<file path="config.mk">
export PLATFORM = sky130hd
export DESIGN_NAME = gpdf_front
export DESIGN_NICKNAME = d
export VERILOG_FILES = /design/src/rtl/core/gpdf_pkg.sv /design/src/rtl/core/gpdf_front.sv
export SDC_FILE = /design/constraint.sdc
export NUM_CORES = 1
export LEC_CHECK = 0
export BUFFER_PORTS_ARGS = -buffer_cell sky130_fd_sc_hd__clkbuf_2
export CAP_MARGIN = 10
export CORE_MARGIN = 2
export CORE_UTILIZATION = 50
export DETAILED_ROUTE_END_ITERATION = 12
export PLACE_DENSITY = 0.76
export SYNTH_ARGS = -nofsm -noshare
export SYNTH_HDL_FRONTEND = slang
export SYNTH_SLANG_ARGS = --single-unit
</file>
<file path="constraint.sdc">
create_clock -name aclk -period 4.3 [get_ports aclk]
set_input_delay 0.215 -clock aclk [delete_from_list [all_inputs] [get_ports aclk]]
set_output_delay 0.215 -clock aclk [all_outputs]
set_load 0.1 [all_outputs]
</file>
<file path="src/rtl/core/gpdf_pkg.sv">
// ============================================================================
// Gaussian evaluator package
// Shared widths, fixed-point constants, register codes and the exp table.
// ============================================================================
`default_nettype none

package gpdf_pkg;

    localparam int WORD_W    = 32;
    localparam int FRAC_W    = 16;
    localparam int Z_W       = 31;            // |z| in Q3.28
    localparam int PHI_W     = 30;            // density kernel in Q30
    localparam int DIV_STEPS = 31;            // quotient bits per division
    localparam int Q_SHIFT   = 30 - FRAC_W;   // Q30 to output format

    localparam logic [30:0] ONE30        = 31'h4000_0000;
    localparam logic [31:0] RECIP5       = 32'hCCCC_CCCD;
    localparam logic [31:0] RECIP3       = 32'hAAAA_AAAB;
    localparam logic [28:0] INV_SQRT_2PI = 29'd428361012;
    localparam logic [27:0] TAIL_P       = 28'd248723596;
    localparam logic [31:0] TAIL_REM0    = 32'h2000_0000;
    localparam logic [31:0] CDF_ONE      = 32'(ONE30 >> Q_SHIFT);

    localparam logic signed [33:0] AS_C0 = 34'sd342933307;
    localparam logic signed [33:0] AS_C1 = -34'sd382857446;
    localparam logic signed [33:0] AS_C2 = 34'sd1912847370;
    localparam logic signed [33:0] AS_C3 = -34'sd1955558716;
    localparam logic signed [33:0] AS_C4 = 34'sd1428371292;

    typedef enum logic [1:0] {
        REG_MEAN  = 2'd0,
        REG_SIGMA = 2'd1,
        REG_MODE  = 2'd2
    } gpdf_reg_t;

    // Item context that rides along the dividers and the tail polynomial pipeline.
    typedef struct packed {
        logic              far;
        logic              neg;
        logic [PHI_W-1:0]  phi;
    } gpdf_tag_t;

    typedef struct packed {
        logic              far;
        logic              neg;
        logic [Z_W-1:0]    z;
    } gpdf_side_t;

    // exp(-2^j/8) in Q30.
    function automatic logic [29:0] exp_tbl(input logic [2:0] idx);
        logic [29:0] v;
        unique case (idx)
            3'd0: v = 30'd947573834;
            3'd1: v = 30'd836230973;
            3'd2: v = 30'd651257337;
            3'd3: v = 30'd395007542;
            3'd4: v = 30'd145315154;
            3'd5: v = 30'd19666267;
            3'd6: v = 30'd360200;
            default: v = 30'd121;
        endcase
        return v;
    endfunction

endpackage

`default_nettype wire

</file>
<file path="src/rtl/core/gpdf_front.sv">
// ============================================================================
// Gaussian evaluator front end
// Distance from the mean, its sign, and the far-tail test, in three stages.
// ============================================================================
`default_nettype none

module gpdf_front (
    input  wire logic        aclk,
    input  wire logic        aresetn,
    input  wire logic        en,
    input  wire logic        in_valid,
    input  wire logic [31:0] in_x,
    input  wire logic [31:0] mean,
    input  wire logic [30:0] sigma,
    output logic             out_valid,
    output logic [31:0]      out_mag,
    output logic             out_neg,
    output logic             out_far
);
    import gpdf_pkg::*;

    logic [2:0]  vld_reg;
    logic [32:0] diff_reg, diff_next;
    logic [31:0] mag1_reg, mag1_next, mag2_reg;
    logic        neg1_reg, neg2_reg, far_reg, far_next;

    always_comb begin
        diff_next = {in_x[31], in_x} - {mean[31], mean};
        mag1_next = diff_reg[32] ? 32'(-diff_reg) : diff_reg[31:0];
        // The quotient reaches 8 exactly when the distance is eight sigmas or more.
        far_next  = {2'b00, mag1_reg} >= {sigma, 3'b000};
    end

    always_ff @(posedge aclk) begin
        if (!aresetn) begin
            vld_reg <= '0;
        end else if (en) begin
            vld_reg <= {vld_reg[1:0], in_valid};
        end
        if (en) begin
            diff_reg <= diff_next;
            mag1_reg <= mag1_next;
            neg1_reg <= diff_reg[32];
            mag2_reg <= mag1_reg;
            neg2_reg <= neg1_reg;
            far_reg  <= far_next;
        end
    end

    assign out_valid = vld_reg[2];
    assign out_mag   = mag2_reg;
    assign out_neg   = neg2_reg;
    assign out_far   = far_reg;

endmodule

`default_nettype wire

</file>
==> impl_metrics.csv <==
group,metric,value,unit
floorplan,die_h,116,um
clocking,insertion_delay,0.34,ns
floorplan,std_cell_rows,40,
logic_synthesis,synth-async-reset-ratio,0,%
critical_path,cp_num_buf_inv,0,
outcome,status,"finished, final reports clean",
floorplan,ios,134,
timing,final_hold_viol_count,0,
critical_path,reg2reg_from,"diff_reg[8]",
power,p_total,3.14,mW
timing,finalCritPeriodShare,76.5,%
placement,gp_congestion,0.882,
critical_path,critPathArrivalTime,3.38,ns
logic_synthesis,yosysUniqueCellTypes,50,
placement,dp.cells,872,
critical_path,crit_chain,"or4_4, or3_4, or4_4, or4_4, or3_4, o41ai_2, xnor2_1",
floorplan,die_w,116,um
logic_synthesis,yosys-top-cells-area,"edfxtp_1 (48%), ha_1 (12%), xnor2_1 (6.7%)",
placement,dp_hpwl,9.84,mm
global_routing,grt_max_degree,71,
critical_path,path_class,"register to register",
cells_and_area,nNetsFinal,877,
critical_path,slowest_stage,"or4_4",
logic_synthesis,synth_edf_count,100,
logic_synthesis,yosysWarnings,0,
cells_and_area,diodes,0,
job,max_cap_viol_count,0,
drt,drc_errors,0,
critical_path,path_max_fanout,5,
clocking,clock-sinks,103,
floorplan,initial_core_util,51.8,%
drt,num_vias,4667,
logic_synthesis,ys_seq_elements,103,
worst_hold_path,min_path_cells,2,
critical_path,crit_path_max_incr_delay,0.56,ns
drt,drt_iter0_drc,272,
critical_path,end_kind,"register",
logic_synthesis,synth_top_area_share,47.9,%
global_routing,grt_overflow,0,
drt,ant_nets,0,
logic_synthesis,synthesis.nets,740,
power,ir_drop,190,uV
clocking,postCtsResizedCells,0,
logic_synthesis,synth_flop_cell,"edfxtp_1",
timing,fmax,304,MHz
critical_path,r2r_end,"mag1_reg[31]",
clocking,htree_levels,3,
floorplan,design.die.area,13500,um^2
critical_path,cp-start-kind,"register",
cells_and_area,final_cells,888,
timing,rsz0062_at_grt,"false",
global_routing,grt.total_usage,18.8,%
placement,io_buffers,133,
cells_and_area,drive_above_1_share,21.9,%
logic_synthesis,netlist_area,6270,um^2
timing,finalSetupTns,0,ns
logic_synthesis,seq_area_frac_synth,48.8,%
critical_path,cp_data_required_time,4.39,ns
cells_and_area,largest_reg_flops,33,
clocking,clockBufferDepth,2,
timing,setup_violations,0,
worst_hold_path,min-delay-start,"aresetn",
clocking,cts_tree,"yes",
power,cellPowerDensity,422,nW/um^2
global_routing,grt_pass1_wl,20.1,mm
logic_synthesis,synth_cells,578,
clocking,post-cts-setup-buffers,0,
critical_path,cpMostUsedCell,"or4_4",
timing,whs,0.112,ns
cells_and_area,filler_cell_count,1020,
worst_hold_path,min_to,"vld_reg[1]",
drt,wirelength,12.2,mm
drt,via_per_inst,5.26,
power,p_leak,3.31,nW
drt,drt-pass1-iter-count,4,
timing,skew,0.00835,ns
logic_synthesis,yosys.area.top_type,"edfxtp_1",
floorplan,coreArea,12100,um^2
timing,slew_violations,0,
clocking,cts_hold_buffers,0,
timing,worstMarginPinSlew,0.915,ns
global_routing,antenna_found_initial,0,
critical_path,ff2ff_path_depth,7,
global_routing,grt_pass1_vias,4439,
timing,relSlewSlack,39.0,%
logic_synthesis,syn_avg_cell_area,10.9,um^2
critical_path,path_delay_family,"simple AND/OR/NAND/NOR gates",
clocking,clk_pin_slew,0.07,ns
cells_and_area,syn2layout_area_growth,18.7,%
timing,fin_crit,3.29,ns
critical_path,r2r_slack,1.01,ns
drt,detail_route.wl_per_cell,13.7,um
clocking,root_buffer,"clkbuf_16",
clocking,numCtsBuffers,9,
worst_hold_path,hp-class,"primary input to register",
[Yosys cell counts (2+ instances only)]
cell type / instances
or4_4: 3
edfxtp_1: 100
nor3_1: 7
nand2b_1: 8
nor2_1: 25
nor2b_1: 9
a211oi_1: 3
or4_2: 2
o41ai_1: 5
o31ai_1: 12
xnor2_1: 48
ha_1: 62
nand4_1: 11
inv_1: 70
o21bai_1: 2
a31oi_1: 4
a41oi_1: 3
o21a_1: 5
o21ai_0: 38
nand2_1: 36
nand3_1: 6
or3_1: 5
dfxtp_1: 3
xor2_1: 12
mux2i_1: 3
a21oi_1: 45
a21o_1: 18
or3_4: 2
o211ai_1: 3
clkbuf_1: 7
and3_1: 2
[kinds of logic (layout without fill, tap and decap cells)]
kind of cell    count (synthesis)  in the layout  synth area share (%)
fa+ha+maj                      63             63                  12.7
xor+xnor                       60             60                  8.37
mux                             3              3                 0.479
simple gates                  123            123                  10.2
compound gates                148            148                  14.8
flops                         103            103                  48.8
buf+inv                        78            220                  4.67
[per-stage QoR]
step,util (%),worst slack (ns),area [um^2]
after floorplan,-,1.15,6270
after global placement,58.9,1.09,7130
after detailed placement,58.9,1.02,7130
after global routing,61.5,0.909,7450
final,61.5,1.01,7450
after CTS,61.5,1.00,7450
[worst max-delay path by stage]
stage	slack [ns]	cells after the start	from	endpoint
global route	0.91	7	diff_reg[8]	mag1_reg[31]
global placement	1.09	7	diff_reg[8]	mag1_reg[31]
finish	1.01	7	diff_reg[8]	mag1_reg[31]
CTS	1.00	7	diff_reg[8]	mag1_reg[31]
detailed placement	1.02	7	diff_reg[8]	mag1_reg[31]
floorplan	1.15	7	diff_reg[8]	mag1_reg[31]
[area by class of cell]
| class | count | area (um^2) | share of cell area, % |
|---|---|---|---|
| clock buffers | 9 | 225 | 3.02 |
| clock inverters | 7 | 93.8 | 1.26 |
| inverters | 70 | 263 | 3.53 |
| multi-input cells | 397 | 2920 | 39.2 |
| flip-flops and latches | 103 | 3060 | 41.1 |
| well taps | 168 | 210 | 2.82 |
| repair buffers | 134 | 676 | 9.07 |
[layer usage]
metal / GRT usage, % / wire, um / vias to the layer above
li1: - / - / 2387
met4: 8.81 / 197 / 0
met5: 0 / 0 / -
met2: 32.1 / 5830 / 143
met3: 1.41 / 578 / 16
met1: 24.5 / 5570 / 2121
[placed cells by master (no fill, tap or decap), types with 6 or more instances in the layout]
cell,synthesis,final
a21o_1,18,18
a21oi_1,45,45
clkbuf_16,0,9
clkbuf_2,0,132
edfxtp_1,100,100
ha_1,62,62
inv_1,70,70
nand2_1,36,36
nand2b_1,8,8
nand3_1,6,6
nand4_1,11,11
nor2_1,25,25
nor2b_1,9,9
nor3_1,7,7
o21ai_0,38,38
o31ai_1,12,12
xnor2_1,48,48
xor2_1,12,12
[power breakdown]
group	internal, mW	total [mW]	leakage [nW]	switching (mW)
registers	1.31	1.42	1.00	0.107
logic	0.300	0.875	2.15	0.575
clock network	0.510	0.850	0.154	0.339
[worst reg2reg max path, stage by stage (launching register included)]
cell and delay, ns:
edfxtp_1 0.45, or4_4 0.56, or3_4 0.36, or4_4 0.44, or4_4 0.53, or3_4 0.36
o41ai_2 0.23, xnor2_1 0.09
No activity file was read; power rests on OpenSTA's default activity.
